--- src/hdl/obar_pkg.sv ---
package obar_pkg;

   localparam int SYMBOLS    = 256;
   localparam int IDX_W      = (SYMBOLS > 1) ? $clog2(SYMBOLS) : 1;

   localparam int SYM_W      = 8;
   localparam int TIME_W     = 32;
   localparam int PRICE_W    = 48;
   localparam int STATUS_W   = 2;

   localparam int REQ_W      = 264;
   localparam int RSP_W      = 224;

   localparam int CSR_ADDR_W = 1;
   localparam int CSR_DATA_W = 32;

   localparam int FIFO_DEPTH = 4;
   localparam int FIFO_PTR_W = 2;
   localparam int FIFO_CNT_W = 3;

   localparam logic [CSR_ADDR_W-1:0] CSR_TARGET_INTERVAL = 1'd0;
   localparam logic [CSR_ADDR_W-1:0] CSR_SOURCE_INTERVAL = 1'd1;

   localparam logic [TIME_W-1:0] INTERVAL_RESET = 32'd60;

   typedef enum logic [STATUS_W-1:0] {
      ST_MERGED  = 2'd0,
      ST_EMIT    = 2'd1,
      ST_ORDER   = 2'd2,
      ST_IGNORED = 2'd3
   } status_type;

   typedef struct packed {
      logic [TIME_W-1:0] target_interval;
      logic [TIME_W-1:0] source_interval;
   } cfg_type;

   typedef struct packed {
      logic               ignore;
      logic [IDX_W-1:0]   idx;
      logic [TIME_W-1:0]  bar_time;
      logic [PRICE_W-1:0] open_price;
      logic [PRICE_W-1:0] high_price;
      logic [PRICE_W-1:0] low_price;
      logic [PRICE_W-1:0] close_price;
   } item_type;

   typedef struct packed {
      logic [TIME_W-1:0]  last_emit_time;
      logic [TIME_W-1:0]  partial_time;
      logic [PRICE_W-1:0] partial_open;
      logic [PRICE_W-1:0] partial_high;
      logic [PRICE_W-1:0] partial_low;
      logic [PRICE_W-1:0] partial_close;
   } entry_type;

   typedef struct packed {
      status_type         status;
      logic [TIME_W-1:0]  out_time;
      logic [PRICE_W-1:0] out_open;
      logic [PRICE_W-1:0] out_high;
      logic [PRICE_W-1:0] out_low;
      logic [PRICE_W-1:0] out_close;
   } result_type;

endpackage

--- src/hdl/obar_fifo.sv ---
module obar_fifo (
   input  logic                clock,
   input  logic                reset,
   input  logic                push_valid,
   output logic                push_ready,
   input  obar_pkg::item_type  push_item,
   output logic                pop_valid,
   input  logic                pop_ready,
   output obar_pkg::item_type  pop_item
);
   import obar_pkg::*;

   item_type                buf_ff [FIFO_DEPTH];
   logic [FIFO_PTR_W-1:0]   wr_ptr_ff, wr_ptr_in;
   logic [FIFO_PTR_W-1:0]   rd_ptr_ff, rd_ptr_in;
   logic [FIFO_CNT_W-1:0]   count_ff, count_in;
   logic                    do_push, do_pop;

   assign push_ready = (count_ff != FIFO_CNT_W'(FIFO_DEPTH));
   assign pop_valid  = (count_ff != '0);
   assign pop_item   = buf_ff[rd_ptr_ff];
   assign do_push    = push_valid && push_ready;
   assign do_pop     = pop_valid && pop_ready;

   always_comb begin
      wr_ptr_in = do_push ? wr_ptr_ff + 1'b1 : wr_ptr_ff;
      rd_ptr_in = do_pop  ? rd_ptr_ff + 1'b1 : rd_ptr_ff;
      count_in  = count_ff;
      if (do_push && !do_pop) begin
         count_in = count_ff + 1'b1;
      end else if (!do_push && do_pop) begin
         count_in = count_ff - 1'b1;
      end
   end

   always_ff @(posedge clock) begin
      if (reset) begin
         wr_ptr_ff <= '0;
         rd_ptr_ff <= '0;
         count_ff  <= '0;
      end else begin
         wr_ptr_ff <= wr_ptr_in;
         rd_ptr_ff <= rd_ptr_in;
         count_ff  <= count_in;
      end
   end

   always_ff @(posedge clock) begin
      if (do_push) begin
         buf_ff[wr_ptr_ff] <= push_item;
      end
   end

endmodule

--- config.mk ---
export PLATFORM = sky130hd
export DESIGN_NAME = obar_fifo
export DESIGN_NICKNAME = d
export VERILOG_FILES = /design/src/hdl/obar_pkg.sv /design/src/hdl/obar_fifo.sv
export SDC_FILE = /design/constraint.sdc
export NUM_CORES = 1
export LEC_CHECK = 0
export BUFFER_PORTS_ARGS = -buffer_cell sky130_fd_sc_hd__buf_4
export CELL_PAD_IN_SITES_DETAIL_PLACEMENT = 0
export CELL_PAD_IN_SITES_GLOBAL_PLACEMENT = 1
export CORE_UTILIZATION = 54
export DETAILED_ROUTE_END_ITERATION = 8
export GPL_TIMING_DRIVEN = 0
export PLACE_DENSITY = 0.94
export SLEW_MARGIN = 20
export SYNTH_ARGS = -nofsm -noshare
export SYNTH_HDL_FRONTEND = slang
export SYNTH_SLANG_ARGS = --single-unit
--- constraint.sdc ---
create_clock -name clock -period 11.6 [get_ports clock]
set_input_delay 2.32 -clock clock [delete_from_list [all_inputs] [get_ports clock]]
set_output_delay 2.32 -clock clock [all_outputs]
set_load 0.01 [all_outputs]
==> out/qor.yml <==
run_status:
  status: "finished, final reports clean"
timing:
  relSlewSlack_pct: 46.4
  grt_setup_unrepaired: "no"
  final.period_utilization_pct: 45.3
  fmax_mhz: 190
  hold_viol_final: 0
  drv_slew: 0
  skew_ns: 0.0252
  setup_violations: 0
  finalCriticalPeriod_ns: 5.25
  hold_ws_ns: 0.551
  worst_pin_slew_ns: 0.804
floorplan:
  row_count: 91
  coreArea_sq_mm: 0.0621
  ios: 472
  dieHeight_um: 253
  die-area_sq_mm: 0.0641
  die_x_um: 253
  initial_utilization_pct: 54.9
global_route:
  first_global_vias: 17030
  grt_start_max_net_pins: 48
  grt_usage_pct: 23.3
  grt_antenna_before_repair: 7
  grt_pass1_wl_um: 108000
  gr-usage-met2_pct: 39.7
  met3_usage_pct: 7.68
  gr-max-usage-layer: "met2"
  overflow: 0
  use_met1_pct: 27.5
clocking:
  clockBufferDepth: 3
  cts-root-buf: "clkbuf_16"
  numCtsBuffers: 92
  clk_pin_slew_worst_paths_ns: 0.06
  cts.sinks: 941
  postCtsSetupRepairBufs: 0
  ctsResizeCount: 0
  h-tree-depth: 3
  ctsHoldBuffers: 0
  cts_tree: "done"
  clock_latency_ns: 0.63
finish:
  regArea_sq_mm: 0.0282
  num-fill-cells: 3618
  fin_util_pct: 67.7
  drive_gt1_share_pct: 46.9
  areaGrowthSynthToFinish_pct: 23.2
  multiInputGateArea_sq_mm: 0.00553
  nets: 2092
synth:
  synth_cell_types: 22
  synth_area_sq_mm: 0.0341
  synth_cells: 1265
  synthTopCellsByArea: "edfxtp_1, mux4_2, buf_6"
  yosys_warnings: 0
  avgSynthCellArea_sq_um: 26.9
  synth_seq_area_share_pct: 82.7
  syn_nets: 1508
  ys_ff_latch: 941
  synth_largest_area_cell: "edfxtp_1"
  synth.top_cell.area_share_pct: 82.1
setup_path:
  critPathRequiredTime_ns: 9.28
  r2r-start: "count_ff[0]$_SDFFE_PP0P_"
  cp_max_fo: 10
  cp.arrival_ns: 2.93
  reg2reg_slack_ns: 8.68
  path_class: "flip-flop to output port"
  cp-start-kind: "flip-flop"
  timing.rr.end: "buf_ff[3][49]$_DFFE_PP_"
  cp-end-kind: "output port"
  rr_worst_depth: 6
place:
  portBuffers: 470
  globalplace.congestion: 0.750
  dp.final_hpwl_um: 47900
route:
  wire_per_inst_um: 26.8
  drt_iter0_drc: 1259
  ant_nets: 0
  postRouteWirelength_um: 73800
  vias: 15734
  viasPerCell: 5.71
  drc_errors: 0
  firstDrtPassIters: 5
hold_path:
  worstHoldStart: "wr_ptr_ff[1]$_SDFFE_PP0P_"
  min_path_cells: 2
  hold_end: "wr_ptr_ff[1]$_SDFFE_PP0P_"
  hold_path.class: "flip-flop to flip-flop"
power:
  vdd_drop_max_mv: 0.197
  power.leakage_nw: 14.1
  power.density_mw_per_mm2: 226
flow_run:
  maxCapViolations: 0
## cell usage in the layout, fill, tap and decap left out, types with 3 or more instances in the layout
cell type	instances
dfxtp_1	9
buf_4	470
clkbuf_1	33
inv_1	3
buf_6	20
edfxtp_1	932
mux4_2	233
nor2_1	8
and2_4	4
bufinv_16	6
clkbuf_16	92
xor2_1	4
ha_1	5
buf_12	8
diode_2	4
buf_2	25
clkinv_2	17
clkinv_1	12
buf_16	12
## kinds of logic after synthesis
group | share of synthesized area (%)
multiplexers | 15.5
AND/OR/NAND/NOR | 0.246
flip-flops | 82.7
buffers and inverters | 1.15
AO/OA/AOI/OAI | 0.110
adder cells (fa/ha/maj) | 0.242
XOR/XNOR | 0.103
## report_power, final
group          leakage [nW]  switching, W  internal, W
registers              8.62     0.0000903      0.00412
logic                  4.10       0.00122      0.00126
clock network          1.38       0.00120      0.00161
## flip-flops by register name (all words and copies together) (netlist names), named ones only
| signal | cells |
|---|---|
| buf_ff | 932 |
| count_ff | 3 |
| rd_ptr_ff | 2 |
| wr_ptr_ff | 2 |
## metal layers
metal	up-vias	share of wire, %
li1	6692	-
met1	8254	35
met2	653	53
met3	129	8.9
met4	6	3.2
met5	-	0.053
## cell type report
cell class                      instances  share of cell area (%)
Multi-Input combinational cell        268                    13.2
Clock inverter                         42                   0.951
Antenna cell                            4                  0.0238
Buffer                                 53                   0.906
Inverter                                3                  0.0268
Sequential cell                       941                    67.1
Tap cell                              837                    2.49
Clock buffer                          119                    5.77
Timing Repair Buffer                  490                    9.57
## metrics by stage
stage / cell area (sq um) / power [W] / TNS, ns / setup WS (ns) / instances
floorplan: 34100 / 0.00569 / 0 / 3.05 / 1265
global placement: 38700 / 0.00679 / -920.33 / -1.03 / 2572
detailed placement: 39200 / 0.00677 / 0 / 6.89 / 2592
CTS: 42000 / 0.00960 / 0 / 6.20 / 2753
global route: 42000 / 0.00985 / 0 / 6.23 / 2756
finish: 42000 / 0.00950 / 0 / 6.35 / 2757
## worst max-delay path, cell delays in order (launching register included)
cell and delay [ns]:
dfxtp_1 0.30, buf_2 0.32, clkbuf_1 0.66, buf_2 0.47
mux4_2 0.37, buf_4 0.18
## worst max path at each step
stage	start	endpoint	slack (ns)	cells after the start
4_1_cts	flip-flop	pop_item[94]	6.20	5
5_1_grt	flip-flop	pop_item[92]	6.23	5
2_1_floorplan	push_valid	buf_ff[0][0]$_DFFE_PP_	3.05	2
3_5_place_dp	flip-flop	pop_item[94]	6.89	5
3_3_place_gp	push_valid	buf_ff[3][163]$_DFFE_PP_	-1.03	3
6_report	flip-flop	pop_item[94]	6.35	5
## synth_stat cells, drive strengths merged
library cell	number
dfxtp	9
o311ai	1
edfxtp	932
nor2	8
a21oi	1
o21ai	1
inv	3
clkbuf	8
and2	4
nand2b	2
mux4	233
o31ai	1
xor2	4
fa	1
mux2	1
nand2	1
ha	5
buf	45
a21boi	1
or3	2
mux2i	2
Note: power is estimated with default switching activity, not from simulation.
